### src/rtl/core/nlqt_pkg.sv
// Package for the neighbour link-quality table: field widths, result codes,
// defaults and the request/response structs of the averaging unit.
// Depends on nothing; used by nlqt_ewma, the top level and the checker.
package nlqt_pkg;

  localparam int TABLE_DEPTH_DEF = 16;
  localparam int ADDR_BITS_DEF   = 16;

  localparam int ADDR_FIELD_W = 16;
  localparam int SEQ_W        = 8;
  localparam int ATTR_W       = 16;
  localparam int AVG_W        = 16;
  localparam int ALPHA_W      = 9;
  localparam int SLOT_W       = 4;
  localparam int STATUS_W     = 3;

  localparam int IN_DATA_W  = 56;
  localparam int OUT_DATA_W = 72;

  localparam logic [ALPHA_W-1:0] EWMA_UNITY  = 9'h100;
  localparam logic [ALPHA_W-1:0] ALPHA_RESET = 9'h040;
  localparam logic [AVG_W-1:0]   AVG_INIT    = 16'h0100;

  typedef enum logic [STATUS_W-1:0] {
    ST_UPDATED = 3'd0,
    ST_ADDED   = 3'd1,
    ST_DROPPED = 3'd2,
    ST_DUMP    = 3'd3,
    ST_EMPTY   = 3'd4
  } status_t;

  typedef struct packed {
    logic               valid;
    logic [SEQ_W-1:0]   gap;
    logic [AVG_W-1:0]   avg;
    logic [ALPHA_W-1:0] alpha;
  } ewma_req_t;

  typedef struct packed {
    logic             done;
    logic [AVG_W-1:0] avg;
  } ewma_rsp_t;

  // Result beat layout, lowest bits first: slot, address, average, rssi,
  // lqi, four pad bits. The status travels beside it on tuser.
  function automatic logic [OUT_DATA_W-1:0] pack_result(
    logic [SLOT_W-1:0]       slot,
    logic [ADDR_FIELD_W-1:0] addr,
    logic [AVG_W-1:0]        avg,
    logic [ATTR_W-1:0]       rssi,
    logic [ATTR_W-1:0]       lqi
  );
    return {4'b0000, lqi, rssi, avg, addr, slot};
  endfunction

endpackage

### src/rtl/core/nlqt_table.sv
// Entry store of the neighbour table: one write port, one read port with
// registered read data. Depends on nothing outside this file.
module nlqt_table #(
  parameter int DEPTH  = 16,
  parameter int DATA_W = 64
) (
  input  logic                     clk,
  input  logic                     wr_en,
  input  logic [$clog2(DEPTH)-1:0] wr_addr,
  input  logic [DATA_W-1:0]        wr_data,
  input  logic                     rd_en,
  input  logic [$clog2(DEPTH)-1:0] rd_addr,
  output logic [DATA_W-1:0]        rd_data
);

  logic [DATA_W-1:0] mem [DEPTH];

  always_ff @(posedge clk) begin
    if (wr_en) begin
      mem[wr_addr] <= wr_data;
    end
  end

  // hold read data while no read is issued
  always_ff @(posedge clk) begin
    if (rd_en) begin
      rd_data <= mem[rd_addr];
    end
  end

endmodule

### src/rtl/core/nlqt_ewma.sv
// Averaging unit: gap*alpha + floor(avg*(256-alpha)/256), saturated to
// 16 bits, over two registered steps. Depends on nlqt_pkg.
module nlqt_ewma (
  input  logic               clk,
  input  logic               rst_n,
  input  nlqt_pkg::ewma_req_t req,
  output nlqt_pkg::ewma_rsp_t rsp
);

  logic        stage1_vld_r;
  logic [16:0] prod_new_r;
  logic [24:0] prod_old_r;
  logic [17:0] sum;

  // products first, register, then add and clamp
  assign sum = {1'b0, prod_new_r} + {1'b0, prod_old_r[24:8]};

  always_ff @(posedge clk) begin
    if (!rst_n) begin
      stage1_vld_r <= 1'b0;
      rsp.done     <= 1'b0;
    end else begin
      stage1_vld_r <= req.valid;
      rsp.done     <= stage1_vld_r;
    end
    prod_new_r <= 17'(req.gap) * 17'(req.alpha);
    prod_old_r <= 25'(req.avg) * 25'(nlqt_pkg::EWMA_UNITY - req.alpha);
    rsp.avg    <= sum[17:16] != 2'b00 ? {nlqt_pkg::AVG_W{1'b1}} : sum[15:0];
  end

endmodule

### src/rtl/core/neighbor_link_quality_table_core.sv
// Top level of the neighbour link-quality table: sequencer, result register
// and configuration register. Depends on nlqt_pkg, nlqt_table and nlqt_ewma.
//
// Usage:
//   in_*  : one beat per receive report (in_tuser = 0) or dump request
//           (in_tuser = 1). in_tready is high only while the sequencer idles.
//   out_* : result beats; out_tuser carries the status, out_tlast marks the
//           final beat of one input beat.
//   cfg_* : ewma_alpha, written whenever cfg_wr_en is high; values above 256
//           act as 256.
// Operation:
//   receive : the entries are searched in order for the address; a hit is
//             updated, a miss adds an entry, or is dropped when the table
//             is full; either way one result beat is sent.
//   dump    : the entries are sorted by average through the one write port
//             and the one read port of the entry store, then sent as one
//             result beat each; an empty table gives a single empty beat.
//   The address search and the sort scan read one entry per cycle.
// Reset clears the entry count, the result valid flag and the sequencer, and
// sets ewma_alpha to 64. The entry store is not cleared.
// A stalled receiver holds the result register; the sequencer waits for it
// before loading the next beat, while a new input beat may be accepted as
// soon as the previous one has produced all its beats.
module neighbor_link_quality_table_core #(
  parameter int TABLE_DEPTH = nlqt_pkg::TABLE_DEPTH_DEF,
  parameter int ADDR_BITS   = nlqt_pkg::ADDR_BITS_DEF
) (
  input  logic                            clk,
  input  logic                            rst_n,
  // in_tdata: neighbor_addr[15:0], seqno[23:16], rssi[39:24], lqi[55:40]
  input  logic                            in_tvalid,
  output logic                            in_tready,
  input  logic [nlqt_pkg::IN_DATA_W-1:0]  in_tdata,
  // in_tuser: mode
  input  logic                            in_tuser,
  // out_tdata: slot[3:0], entry_addr[19:4], avg_gap[35:20],
  //            entry_rssi[51:36], entry_lqi[67:52], pad[71:68]
  output logic                            out_tvalid,
  input  logic                            out_tready,
  output logic [nlqt_pkg::OUT_DATA_W-1:0] out_tdata,
  // out_tuser: status[2:0]
  output logic [nlqt_pkg::STATUS_W-1:0]   out_tuser,
  output logic                            out_tlast,
  input  logic                            cfg_wr_en,
  input  logic [nlqt_pkg::ALPHA_W-1:0]    cfg_wr_data
);

  localparam int IDX_W = $clog2(TABLE_DEPTH);
  localparam int CNT_W = $clog2(TABLE_DEPTH + 1);
  localparam int KEY_W = (ADDR_BITS < nlqt_pkg::ADDR_FIELD_W) ? ADDR_BITS
                                                              : nlqt_pkg::ADDR_FIELD_W;

  typedef struct packed {
    logic [KEY_W-1:0]            addr;
    logic [nlqt_pkg::SEQ_W-1:0]  seq;
    logic [nlqt_pkg::AVG_W-1:0]  avg;
    logic [nlqt_pkg::ATTR_W-1:0] rssi;
    logic [nlqt_pkg::ATTR_W-1:0] lqi;
  } entry_t;

  localparam int ENTRY_W = $bits(entry_t);

  typedef enum logic [3:0] {
    S_IDLE,
    S_LOOKUP,
    S_MISS,
    S_UPD_GO,
    S_UPD_WAIT,
    S_UPD_WR,
    S_NOTE,
    S_SORT_I,
    S_SORT_HEAD,
    S_SORT_SCAN,
    S_SORT_SWAP1,
    S_SORT_SWAP2,
    S_DUMP_RD,
    S_DUMP_OUT
  } state_t;

  state_t                            state_r, state_nxt;
  logic [CNT_W-1:0]                  count_r, count_nxt;
  logic [IDX_W-1:0]                  idx_r, idx_nxt;
  logic [IDX_W-1:0]                  j_r, j_nxt;
  logic [IDX_W-1:0]                  at_r, at_nxt;
  logic                              found_r, found_nxt;
  entry_t                            work_r, work_nxt;
  entry_t                            min_r, min_nxt;
  logic [KEY_W-1:0]                  key_r, key_nxt;
  logic [nlqt_pkg::SEQ_W-1:0]        seq_r, seq_nxt;
  logic [nlqt_pkg::ATTR_W-1:0]       rssi_r, rssi_nxt;
  logic [nlqt_pkg::ATTR_W-1:0]       lqi_r, lqi_nxt;
  nlqt_pkg::status_t                 status_r, status_nxt;
  logic [nlqt_pkg::ALPHA_W-1:0]      alpha_r;
  logic                              out_valid_r, out_valid_nxt;
  logic [nlqt_pkg::OUT_DATA_W-1:0]   out_data_r, out_data_nxt;
  nlqt_pkg::status_t                 out_user_r, out_user_nxt;
  logic                              out_last_r, out_last_nxt;

  logic                              rd_en;
  logic [IDX_W-1:0]                  rd_addr;
  logic [ENTRY_W-1:0]                rd_raw;
  entry_t                            rd_entry;
  logic                              wr_en;
  logic [IDX_W-1:0]                  wr_addr;
  entry_t                            wr_entry;
  nlqt_pkg::ewma_req_t               ewma_req;
  nlqt_pkg::ewma_rsp_t               ewma_rsp;
  logic [nlqt_pkg::ALPHA_W-1:0]      alpha_eff;
  logic                              out_free;
  logic                              in_acc;

  assign rd_entry  = entry_t'(rd_raw);
  assign alpha_eff = (alpha_r > nlqt_pkg::EWMA_UNITY) ? nlqt_pkg::EWMA_UNITY : alpha_r;
  assign out_free  = !out_valid_r || out_tready;
  assign in_tready = (state_r == S_IDLE);
  assign in_acc    = in_tvalid && in_tready;

  assign out_tvalid = out_valid_r;
  assign out_tdata  = out_data_r;
  assign out_tuser  = out_user_r;
  assign out_tlast  = out_last_r;

  nlqt_table #(
    .DEPTH  (TABLE_DEPTH),
    .DATA_W (ENTRY_W)
  ) u_table (
    .clk     (clk),
    .wr_en   (wr_en),
    .wr_addr (wr_addr),
    .wr_data (ENTRY_W'(wr_entry)),
    .rd_en   (rd_en),
    .rd_addr (rd_addr),
    .rd_data (rd_raw)
  );

  nlqt_ewma u_ewma (
    .clk   (clk),
    .rst_n (rst_n),
    .req   (ewma_req),
    .rsp   (ewma_rsp)
  );

  always_ff @(posedge clk) begin
    if (!rst_n) begin
      alpha_r <= nlqt_pkg::ALPHA_RESET;
    end else if (cfg_wr_en) begin
      alpha_r <= cfg_wr_data;
    end
  end

  always_comb begin
    state_nxt     = state_r;
    count_nxt     = count_r;
    idx_nxt       = idx_r;
    j_nxt         = j_r;
    at_nxt        = at_r;
    found_nxt     = found_r;
    work_nxt      = work_r;
    min_nxt       = min_r;
    key_nxt       = key_r;
    seq_nxt       = seq_r;
    rssi_nxt      = rssi_r;
    lqi_nxt       = lqi_r;
    status_nxt    = status_r;
    out_valid_nxt = out_tready ? 1'b0 : out_valid_r;
    out_data_nxt  = out_data_r;
    out_user_nxt  = out_user_r;
    out_last_nxt  = out_last_r;
    rd_en         = 1'b0;
    rd_addr       = idx_r;
    wr_en         = 1'b0;
    wr_addr       = idx_r;
    wr_entry      = work_r;
    ewma_req      = '0;

    unique case (state_r)
      S_IDLE: begin
        rd_addr = '0;
        if (in_acc) begin
          key_nxt  = in_tdata[KEY_W-1:0];
          seq_nxt  = in_tdata[23:16];
          rssi_nxt = in_tdata[39:24];
          lqi_nxt  = in_tdata[55:40];
          idx_nxt  = '0;
          if (in_tuser) begin
            if (count_r == '0) begin
              status_nxt = nlqt_pkg::ST_EMPTY;
              state_nxt  = S_NOTE;
            end else begin
              state_nxt = S_SORT_I;
            end
          end else if (count_r == '0) begin
            state_nxt = S_MISS;
          end else begin
            // issue the read of entry 0 for the search
            rd_en     = 1'b1;
            state_nxt = S_LOOKUP;
          end
        end
      end

      S_LOOKUP: begin
        // compare entry idx, read the next one ahead
        rd_en   = 1'b1;
        rd_addr = idx_r + IDX_W'(1);
        if (rd_entry.addr == key_r) begin
          work_nxt      = rd_entry;
          work_nxt.rssi = rssi_r;
          work_nxt.lqi  = lqi_r;
          status_nxt    = nlqt_pkg::ST_UPDATED;
          state_nxt     = S_UPD_GO;
        end else if (CNT_W'(idx_r) + CNT_W'(1) == count_r) begin
          state_nxt = S_MISS;
        end else begin
          idx_nxt = idx_r + IDX_W'(1);
        end
      end

      S_MISS: begin
        if (count_r == CNT_W'(TABLE_DEPTH)) begin
          status_nxt = nlqt_pkg::ST_DROPPED;
          state_nxt  = S_NOTE;
        end else begin
          idx_nxt       = count_r[IDX_W-1:0];
          count_nxt     = count_r + CNT_W'(1);
          work_nxt.addr = key_r;
          work_nxt.seq  = seq_r - nlqt_pkg::SEQ_W'(1);
          work_nxt.avg  = nlqt_pkg::AVG_INIT;
          work_nxt.rssi = rssi_r;
          work_nxt.lqi  = lqi_r;
          status_nxt    = nlqt_pkg::ST_ADDED;
          state_nxt     = S_UPD_GO;
        end
      end

      S_UPD_GO: begin
        ewma_req.valid = 1'b1;
        ewma_req.gap   = seq_r - work_r.seq;
        ewma_req.avg   = work_r.avg;
        ewma_req.alpha = alpha_eff;
        state_nxt      = S_UPD_WAIT;
      end

      S_UPD_WAIT: begin
        if (ewma_rsp.done) begin
          work_nxt.avg = ewma_rsp.avg;
          work_nxt.seq = seq_r;
          state_nxt    = S_UPD_WR;
        end
      end

      S_UPD_WR: begin
        if (out_free) begin
          wr_en         = 1'b1;
          out_valid_nxt = 1'b1;
          out_last_nxt  = 1'b1;
          out_user_nxt  = status_r;
          out_data_nxt  = nlqt_pkg::pack_result(nlqt_pkg::SLOT_W'(idx_r),
                            nlqt_pkg::ADDR_FIELD_W'(work_r.addr), work_r.avg,
                            work_r.rssi, work_r.lqi);
          state_nxt     = S_IDLE;
        end
      end

      S_NOTE: begin
        if (out_free) begin
          out_valid_nxt = 1'b1;
          out_last_nxt  = 1'b1;
          out_user_nxt  = status_r;
          out_data_nxt  = nlqt_pkg::pack_result('0, '0, '0, '0, '0);
          state_nxt     = S_IDLE;
        end
      end

      S_SORT_I: begin
        rd_en     = 1'b1;
        state_nxt = S_SORT_HEAD;
      end

      S_SORT_HEAD: begin
        work_nxt  = rd_entry;
        min_nxt   = rd_entry;
        at_nxt    = idx_r;
        found_nxt = 1'b0;
        if (CNT_W'(idx_r) + CNT_W'(1) == count_r) begin
          idx_nxt   = '0;
          state_nxt = S_DUMP_RD;
        end else begin
          rd_en     = 1'b1;
          rd_addr   = idx_r + IDX_W'(1);
          j_nxt     = idx_r + IDX_W'(1);
          state_nxt = S_SORT_SCAN;
        end
      end

      S_SORT_SCAN: begin
        // keep the first strict minimum
        rd_en   = 1'b1;
        rd_addr = j_r + IDX_W'(1);
        if (rd_entry.avg < min_r.avg) begin
          min_nxt   = rd_entry;
          at_nxt    = j_r;
          found_nxt = 1'b1;
        end
        if (CNT_W'(j_r) + CNT_W'(1) == count_r) begin
          state_nxt = S_SORT_SWAP1;
        end else begin
          j_nxt = j_r + IDX_W'(1);
        end
      end

      S_SORT_SWAP1: begin
        if (found_r) begin
          wr_en     = 1'b1;
          wr_entry  = min_r;
          state_nxt = S_SORT_SWAP2;
        end else begin
          idx_nxt   = idx_r + IDX_W'(1);
          state_nxt = S_SORT_I;
        end
      end

      S_SORT_SWAP2: begin
        wr_en     = 1'b1;
        wr_addr   = at_r;
        idx_nxt   = idx_r + IDX_W'(1);
        state_nxt = S_SORT_I;
      end

      S_DUMP_RD: begin
        rd_en     = 1'b1;
        state_nxt = S_DUMP_OUT;
      end

      S_DUMP_OUT: begin
        if (out_free) begin
          out_valid_nxt = 1'b1;
          out_last_nxt  = (CNT_W'(idx_r) + CNT_W'(1) == count_r);
          out_user_nxt  = nlqt_pkg::ST_DUMP;
          out_data_nxt  = nlqt_pkg::pack_result(nlqt_pkg::SLOT_W'(idx_r),
                            nlqt_pkg::ADDR_FIELD_W'(rd_entry.addr), rd_entry.avg,
                            rd_entry.rssi, rd_entry.lqi);
          if (CNT_W'(idx_r) + CNT_W'(1) == count_r) begin
            state_nxt = S_IDLE;
          end else begin
            idx_nxt   = idx_r + IDX_W'(1);
            state_nxt = S_DUMP_RD;
          end
        end
      end

      default: begin
        state_nxt = S_IDLE;
      end
    endcase
  end

  always_ff @(posedge clk) begin
    if (!rst_n) begin
      state_r     <= S_IDLE;
      count_r     <= '0;
      out_valid_r <= 1'b0;
    end else begin
      state_r     <= state_nxt;
      count_r     <= count_nxt;
      out_valid_r <= out_valid_nxt;
    end
    idx_r      <= idx_nxt;
    j_r        <= j_nxt;
    at_r       <= at_nxt;
    found_r    <= found_nxt;
    work_r     <= work_nxt;
    min_r      <= min_nxt;
    key_r      <= key_nxt;
    seq_r      <= seq_nxt;
    rssi_r     <= rssi_nxt;
    lqi_r      <= lqi_nxt;
    status_r   <= status_nxt;
    out_data_r <= out_data_nxt;
    out_user_r <= out_user_nxt;
    out_last_r <= out_last_nxt;
  end

endmodule

### config.mk
export PLATFORM = sky130hd
export DESIGN_NAME = neighbor_link_quality_table_core
export DESIGN_NICKNAME = d
export VERILOG_FILES = /design/src/rtl/core/nlqt_pkg.sv /design/src/rtl/core/nlqt_table.sv /design/src/rtl/core/nlqt_ewma.sv /design/src/rtl/core/neighbor_link_quality_table_core.sv
export SDC_FILE = /design/constraint.sdc
export NUM_CORES = 2
export LEC_CHECK = 0
export BUFFER_PORTS_ARGS = -buffer_cell sky130_fd_sc_hd__clkbuf_2
export CAP_MARGIN = 15
export CORE_UTILIZATION = 45
export CTS_CLUSTER_SIZE = 24
export DETAILED_ROUTE_END_ITERATION = 10
export PLACE_DENSITY = 0.59
export SYNTH_ARGS = -nofsm -noshare
export SYNTH_HDL_FRONTEND = slang
export SYNTH_SLANG_ARGS = --single-unit
### constraint.sdc
create_clock -name clk -period 21.2 [get_ports clk]
set_input_delay 6.36 -clock clk [delete_from_list [all_inputs] [get_ports clk]]
set_output_delay 6.36 -clock clk [all_outputs]
set_load 0.01 [all_outputs]
-- Word-level counts from Yosys, hierarchy flattened
Memories as Yosys holds them, arrays and structs flattened. A register that Yosys moved wholly into a read port is not among the register bits.
Index checks and enable logic that the tools add are counted.
- bitwise logic cells: 1
- mux-type cells: 73
- add/sub/neg operators: 9
- multipliers: 2
- $lt $le $gt $ge: 2
- equal/unequal tests: 35
- reduce and logical (&&, ||, !) cells: 27
- operators with widths (operator ; number):
    $mux 72 ; 8
    $pmux 72 s3 ; 1
    $pmux 72 s2 ; 1
    $pmux 24 s4 ; 1
    $pmux 32 s3 ; 1
    $mux 4 ; 21
    $pmux 4 s13 ; 1
    $pmux 16 s3 ; 1
    $mux 34 ; 1
    $pmux 4 s7 ; 1
    $mul 16x25->25 ; 1
    $eq 4x4->1 const B ; 6
    $mux 24 ; 1
    $mux 3 ; 8
    $ne 2x2->1 const B ; 12
    $add 17x17->18 ; 1
    $mul 8x9->17 ; 1
    $eq 16x16->1 ; 1
    $eq 4x3->1 const B ; 4
    $lt 16x16->1 ; 1
    $pmux 4 s2 ; 2
    $pmux 4 s4 ; 1
    $mux 1 ; 15
    $add 4x1->5 const B ; 2
    other kinds (37) ; 56
- memories kept: 1
- memory bits (writable): 1152
- register bits after elaboration: 371
- word-level logic and storage cells: 181
- memory list (name ; depth ; bits a word ; rd ports ; clocked after memory_dff ; write ports ; line ; source):
    u_table.mem ; 16 ; 72 ; 1 ; 1 ; 1 ; nlqt_table.sv:16 ; logic [DATA_W-1:0] mem [DEPTH];

-- Depth between registers and ports, before layout
- depth in word-level cells: 6
- gate-level depth with buffers: 32
- depth with buffers taken out: 30

-- Modules after synthesis
A second synthesis with hierarchy kept.
- cells, all modules: 4033
- area, all modules: 68762.2 µm²
- by module, submodules not included (module ; seq. area each (µm²) ; area an instance (µm²) ; cells an instance ; instances):
    nlqt_table ; 36755.3 ; 45270.9 ; 1850 ; 1
    neighbor_link_quality_table_core ; 9028.7 ; 14129.8 ; 1114 ; 1
    nlqt_ewma ; 1041.0 ; 9361.5 ; 1069 ; 1

-- Worst setup path after synthesis
No wires, ideal clock.
- kind: input to register
- from: input port out_tready
- to: memory u_table.mem[4][0] in the netlist's numbering, enable pin
- path buffers: 0
- path slack: 10.691 ns
- arrival time: 10.006 ns
- stages: 5
- cells stage by stage: nand2b_1 -> a31o_2 -> nand2b_1 -> o32a_1 -> nor2_1
- cells in the longest elaborated chain, start to end: 5
- RTL lines (what ; line ; source):
    start, declared ; neighbor_link_quality_table_core.sv:39 ; input logic out_tready,
    $logic_or 1x1->1 ; neighbor_link_quality_table_core.sv:114 ; assign out_free = !out_valid_r || out_tready;
    $mux 1 ; neighbor_link_quality_table_core.sv:253 ; if (out_free) begin
    $pmux 1 s3 ; neighbor_link_quality_table_core.sv:176 ; unique case (state_r)
    $mux 1 ; nlqt_table.sv:19 ; if (wr_en) begin
    $mux 1 (not written as such) ; nlqt_table.sv:20 ; mem[wr_addr] <= wr_data;
    end, declared ; nlqt_table.sv:16 ;
Every way passes these cells.

-- Worst setup path in the final report
- from: register state_r[0]
- to: register u_ewma.prod_old_r[21]
- cells in the longest elaborated chain, start to end: 4
- RTL lines (what ; line ; source):
    start, declared ; neighbor_link_quality_table_core.sv:80 ; state_t state_r, state_nxt;
    start signal, assigned ; neighbor_link_quality_table_core.sv:364 ; state_r <= state_nxt;
    $eq 4x2->1 (*) ; neighbor_link_quality_table_core.sv:176 ;
    $mux 34 (*) ; neighbor_link_quality_table_core.sv:176 ;
    $sub 9x9->10 ; nlqt_ewma.sv:27 ; prod_old_r <= 25'(req.avg) * 25'(nlqt_pkg::EWMA_UNITY - req.alpha);
    $mul 16x25->25 (*) ; nlqt_ewma.sv:27 ;
    end signal, assigned ; nlqt_ewma.sv:27 ;
    end, declared ; nlqt_ewma.sv:12 ; logic [24:0] prod_old_r;
Every way passes the cells marked *; elsewhere a longest branch is shown, timed or not.
A chain may end at the register's enable or synchronous reset.

==> implementation parameters <==
Parameter                              Value

Timing
  Hold Fails Final Rpt ... 0
  Unrepaired setup endpoints after global routing ... false
  Final Critical Period ... about 9.5 ns
  Final slew viol count ... 0
  F_max ... between 0.1 and 0.15 GHz
  Total Negative Setup Slacks ... 0 ns
  Period utilisation layout ... between 40 and 50%
  Endpoints failing setup ... 0
  Worst slew pin tran ... 1.23 ns
  Rel. slew slack ... roughly 18%
  Setup clock skew after layout ... between 0.04 and 0.05 ns

Logic synthesis
  Number of enable-type register cells in the synthesized netlist ... approximately 1,500
  Number of unique standard cell types used by synthesis ... between 70 and 80
  Most repeated cell in the gate-level netlist after synthesis ... sky130_fd_sc_hd__edfxtp_1
  Post-synthesis cell count ... 5,160
  Share of Yosys cell area claimed by the top area cell type ... 63.2%
  Synthesized cell area ... just over 70,000 µm²
  Cells taking the most area after synthesis ... sky130_fd_sc_hd__edfxtp_1 63%, sky130_fd_sc_hd__fa_1 5.8%, sky130_fd_sc_hd__nand2_1 3.9%, sky130_fd_sc_hd__ha_1 2.4%, sky130_fd_sc_hd__a211oi_1 2.3%
  Prevailing post-synth register cell ... sky130_fd_sc_hd__edfxtp_1
  FFs w/ async S/R, synth ... 0%
  Top cells by count, synth ... 1,512 x sky130_fd_sc_hd__edfxtp_1, 748 x sky130_fd_sc_hd__nand2_1, 299 x sky130_fd_sc_hd__inv_1
  Synth area leader ... sky130_fd_sc_hd__edfxtp_1
  Post-synthesis register bit count ... about 1,600
  Synth Area per Inst ... between 10 and 15 µm²
  Seq/Total Area, Yosys ... about 65%
  Number of synthesis warnings ... 0

Clock tree
  Maximum buffer depth of the clock tree ... 3
  Number of resized instances in the post-cts repair step ... 0
  Buffers inserted by post-CTS timing repair ... 0
  Total number of H-tree levels ... 4
  CTS buffer count ... around 170
  Buffer cell driving the clock tree root ... sky130_fd_sc_hd__clkbuf_16
  Clock Sinks ... 1,583
  Clock insertion delay at the later pin of the skew report ... between 0.8 and 0.9 ns
  Clock-pin slew on the worst setup and hold paths ... ~0.060 ns
  Hold_buf cts ... 0
  TritonCTS clock tree ... done

Hold path
  Worst hold path type ... register to register
  Worst hold start ... u_ewma.stage1_vld_r

Power
  Total power per unit cell area ... 137 nW/µm²
  Maximum VDD drop ... about 0.14 mV
  Static leakage power ... around 29 nW
  Total power ... 11.0 mW

Critical path
  Start-to-end type of the worst setup path ... register to register
  Maximum fanout encountered on the critical timing path ... 18
  Start point of the critical path ... state_r[0]
  Crit path capture type ... register
  R2r startpoint ... state_r[0]
  Data arrival, critical path ... just over 10 ns
  Data required time of the critical path ... about 22 ns
  Element type at the critical path start ... register

Placement
  Cell area reported after detailed placement ... 74,800 µm²
  Number of buffers inserted by port buffering ... 144
  Count of placed standard cells including taps ... ~7,200
  Detail Placement HPWL ... between 100,000 and 150,000 µm
  Global placer's final weighted congestion ... ~0.87

Finish
  Post-route design area ... roughly 80,000 µm²
  Number of nets in the layout ... around 5,700
  Area growth from synthesis to layout ... 11.4%
  Fraction of layout instances using a drive strength above 1 ... between 10 and 15%
  Count of non-filler cells in the finished layout ... roughly 7,500

Detailed routing
  DRC violations left ... 0
  1st-pass router iterations ... 5
  Overall via count from detail_route ... 42,100
  WL per Instance ... approximately 24 µm
  Number of antenna-violating nets in the routed design ... 0
  Vias/cell ... around 5.6
  Total Wirelength ... 179,000 µm
  Iteration-0 DRC Markers ... 3,933

GRT
  Wire length of the first global-routing pass ... between 200,000 and 300,000 µm
  Global-route total usage across every layer ... 22.1%
  Initial antenna violation count ... 3
  Congestion Overflow GR ... 0
  Maximum number of pins on one net before global-route repair ... ~170
  Number of global-route vias before repair ... roughly 42,000

Floorplanning
  Starting Density ... between 40% and 50%
  Overall die width ... ~400 µm
  CORE AREA ... 158,000 µm²
  Die height ... about 400 µm
  Full die area ... approximately 160,000 µm²
  Floorplan row count ... ~150
  Number of placed I/O pins ... 149

Status
  Result of the run ... completed

Run
  Maximum Capacitance Violations ... 0
-- kinds of logic (layout without fill, tap and decap cells) --
logic type	Yosys count	count (layout)	synth area share, %
multiplexers	295	295	4.36
adder cells (fa/ha/maj)	345	345	8.17
XOR/XNOR	99	99	1.23
AO/OA/AOI/OAI	809	809	8.40
AND/OR/NAND/NOR	1432	1432	9.20
other	2	52	0.0105
buffers and inverters	595	819	3.43
flip-flops	1583	1583	65.2
-- area by class of cell --
type	instances	area (µm²)
Fill cell	13300	78400
Multi-Input combinational cell	3029	22900
Clock buffer	206	4430
Clock inverter	97	751
Tap cell	2072	2590
Antenna cell	3	7.51
Inverter	302	1130
Timing Repair Buffer	214	1300
Sequential cell	1583	46800
-- report_power, final --
group	switching (mW)	total, mW	internal, mW
sequential	0.203	4.23	4.03
clock	1.22	2.79	1.56
combinational	2.57	3.96	1.39
-- registers in the layout, indices dropped and copies added, names as in the netlist, 17 cells and up --
register,flops
work_r,72
u_ewma.prod_old_r,17
out_tdata,68
u_ewma.prod_new_r,17
u_table.rd_data,72
u_ewma.rsp,17
min_r,72
u_table.mem,1152
-- critical path, cell delays in order (launching register included) --
cell and delay, ns:
sky130_fd_sc_hd__dfxtp_1 0.76, sky130_fd_sc_hd__inv_1 0.38, sky130_fd_sc_hd__nor2_1 0.38, sky130_fd_sc_hd__nand2_1 0.25, sky130_fd_sc_hd__nor2_1 0.84, sky130_fd_sc_hd__nand2_1 0.37
sky130_fd_sc_hd__nand4_1 0.32, sky130_fd_sc_hd__nor2_1 0.09, sky130_fd_sc_hd__o22ai_1 0.81, sky130_fd_sc_hd__nor2_1 0.16, sky130_fd_sc_hd__fa_1 0.55, sky130_fd_sc_hd__inv_1 0.06
sky130_fd_sc_hd__fa_1 0.53, sky130_fd_sc_hd__inv_1 0.05, sky130_fd_sc_hd__ha_1 0.19, sky130_fd_sc_hd__fa_1 0.50, sky130_fd_sc_hd__fa_1 0.58, sky130_fd_sc_hd__fa_1 0.43
sky130_fd_sc_hd__ha_1 0.33, sky130_fd_sc_hd__a21oi_1 0.14, sky130_fd_sc_hd__nor2b_1 0.06, sky130_fd_sc_hd__a311o_1 0.45, sky130_fd_sc_hd__o21a_1 0.26, sky130_fd_sc_hd__a221o_1 0.33
sky130_fd_sc_hd__a21o_1 0.21, sky130_fd_sc_hd__a21oi_1 0.18, sky130_fd_sc_hd__xnor2_1 0.13
-- cells in the final DEF, fill, tap and decap left out, types with 77 or more instances in the layout --
master and n:
sky130_fd_sc_hd__a211oi_1 220, sky130_fd_sc_hd__a221o_1 77, sky130_fd_sc_hd__a22o_1 79, sky130_fd_sc_hd__a31oi_1 163, sky130_fd_sc_hd__and2_0 137, sky130_fd_sc_hd__and2_1 110
sky130_fd_sc_hd__and3_1 111, sky130_fd_sc_hd__clkbuf_16 172, sky130_fd_sc_hd__clkbuf_2 144, sky130_fd_sc_hd__edfxtp_1 1512, sky130_fd_sc_hd__fa_1 207, sky130_fd_sc_hd__ha_1 138
sky130_fd_sc_hd__inv_1 299, sky130_fd_sc_hd__mux2_2 140, sky130_fd_sc_hd__mux2i_1 154, sky130_fd_sc_hd__nand2_1 745, sky130_fd_sc_hd__nor2_1 149
-- final timing paths --
path | end | slack [ns] | cells after the start
max reg2reg | u_ewma.prod_old_r[21] | 11.74 | 26
min reg2reg | u_ewma.rsp[16] | 0.43 | 1
min | u_ewma.rsp[16] | 0.43 | 1
max | u_ewma.prod_old_r[21] | 11.74 | 26
-- stage by stage --
step	setup slack (ns)	utilization (%)	hold slack, ns
6_report	11.74	50.5	0.430
5_1_grt	11.14	50.5	0.459
4_1_cts	11.83	50.5	0.432
3_5_place_dp	11.54	47.2	0.420
3_3_place_gp	11.57	47.2	0.416
2_1_floorplan	10.69	-	0.412
-- per-layer routing --
layer	routed length (µm)	GRT usage (%)	part of all wire [%]
met5	0	0	0
met4	3660	5.48	2.0
met3	10400	3.59	5.8
met2	81800	33.9	46
met1	82900	32.8	46
Note: power is estimated with default switching activity, not from simulation.
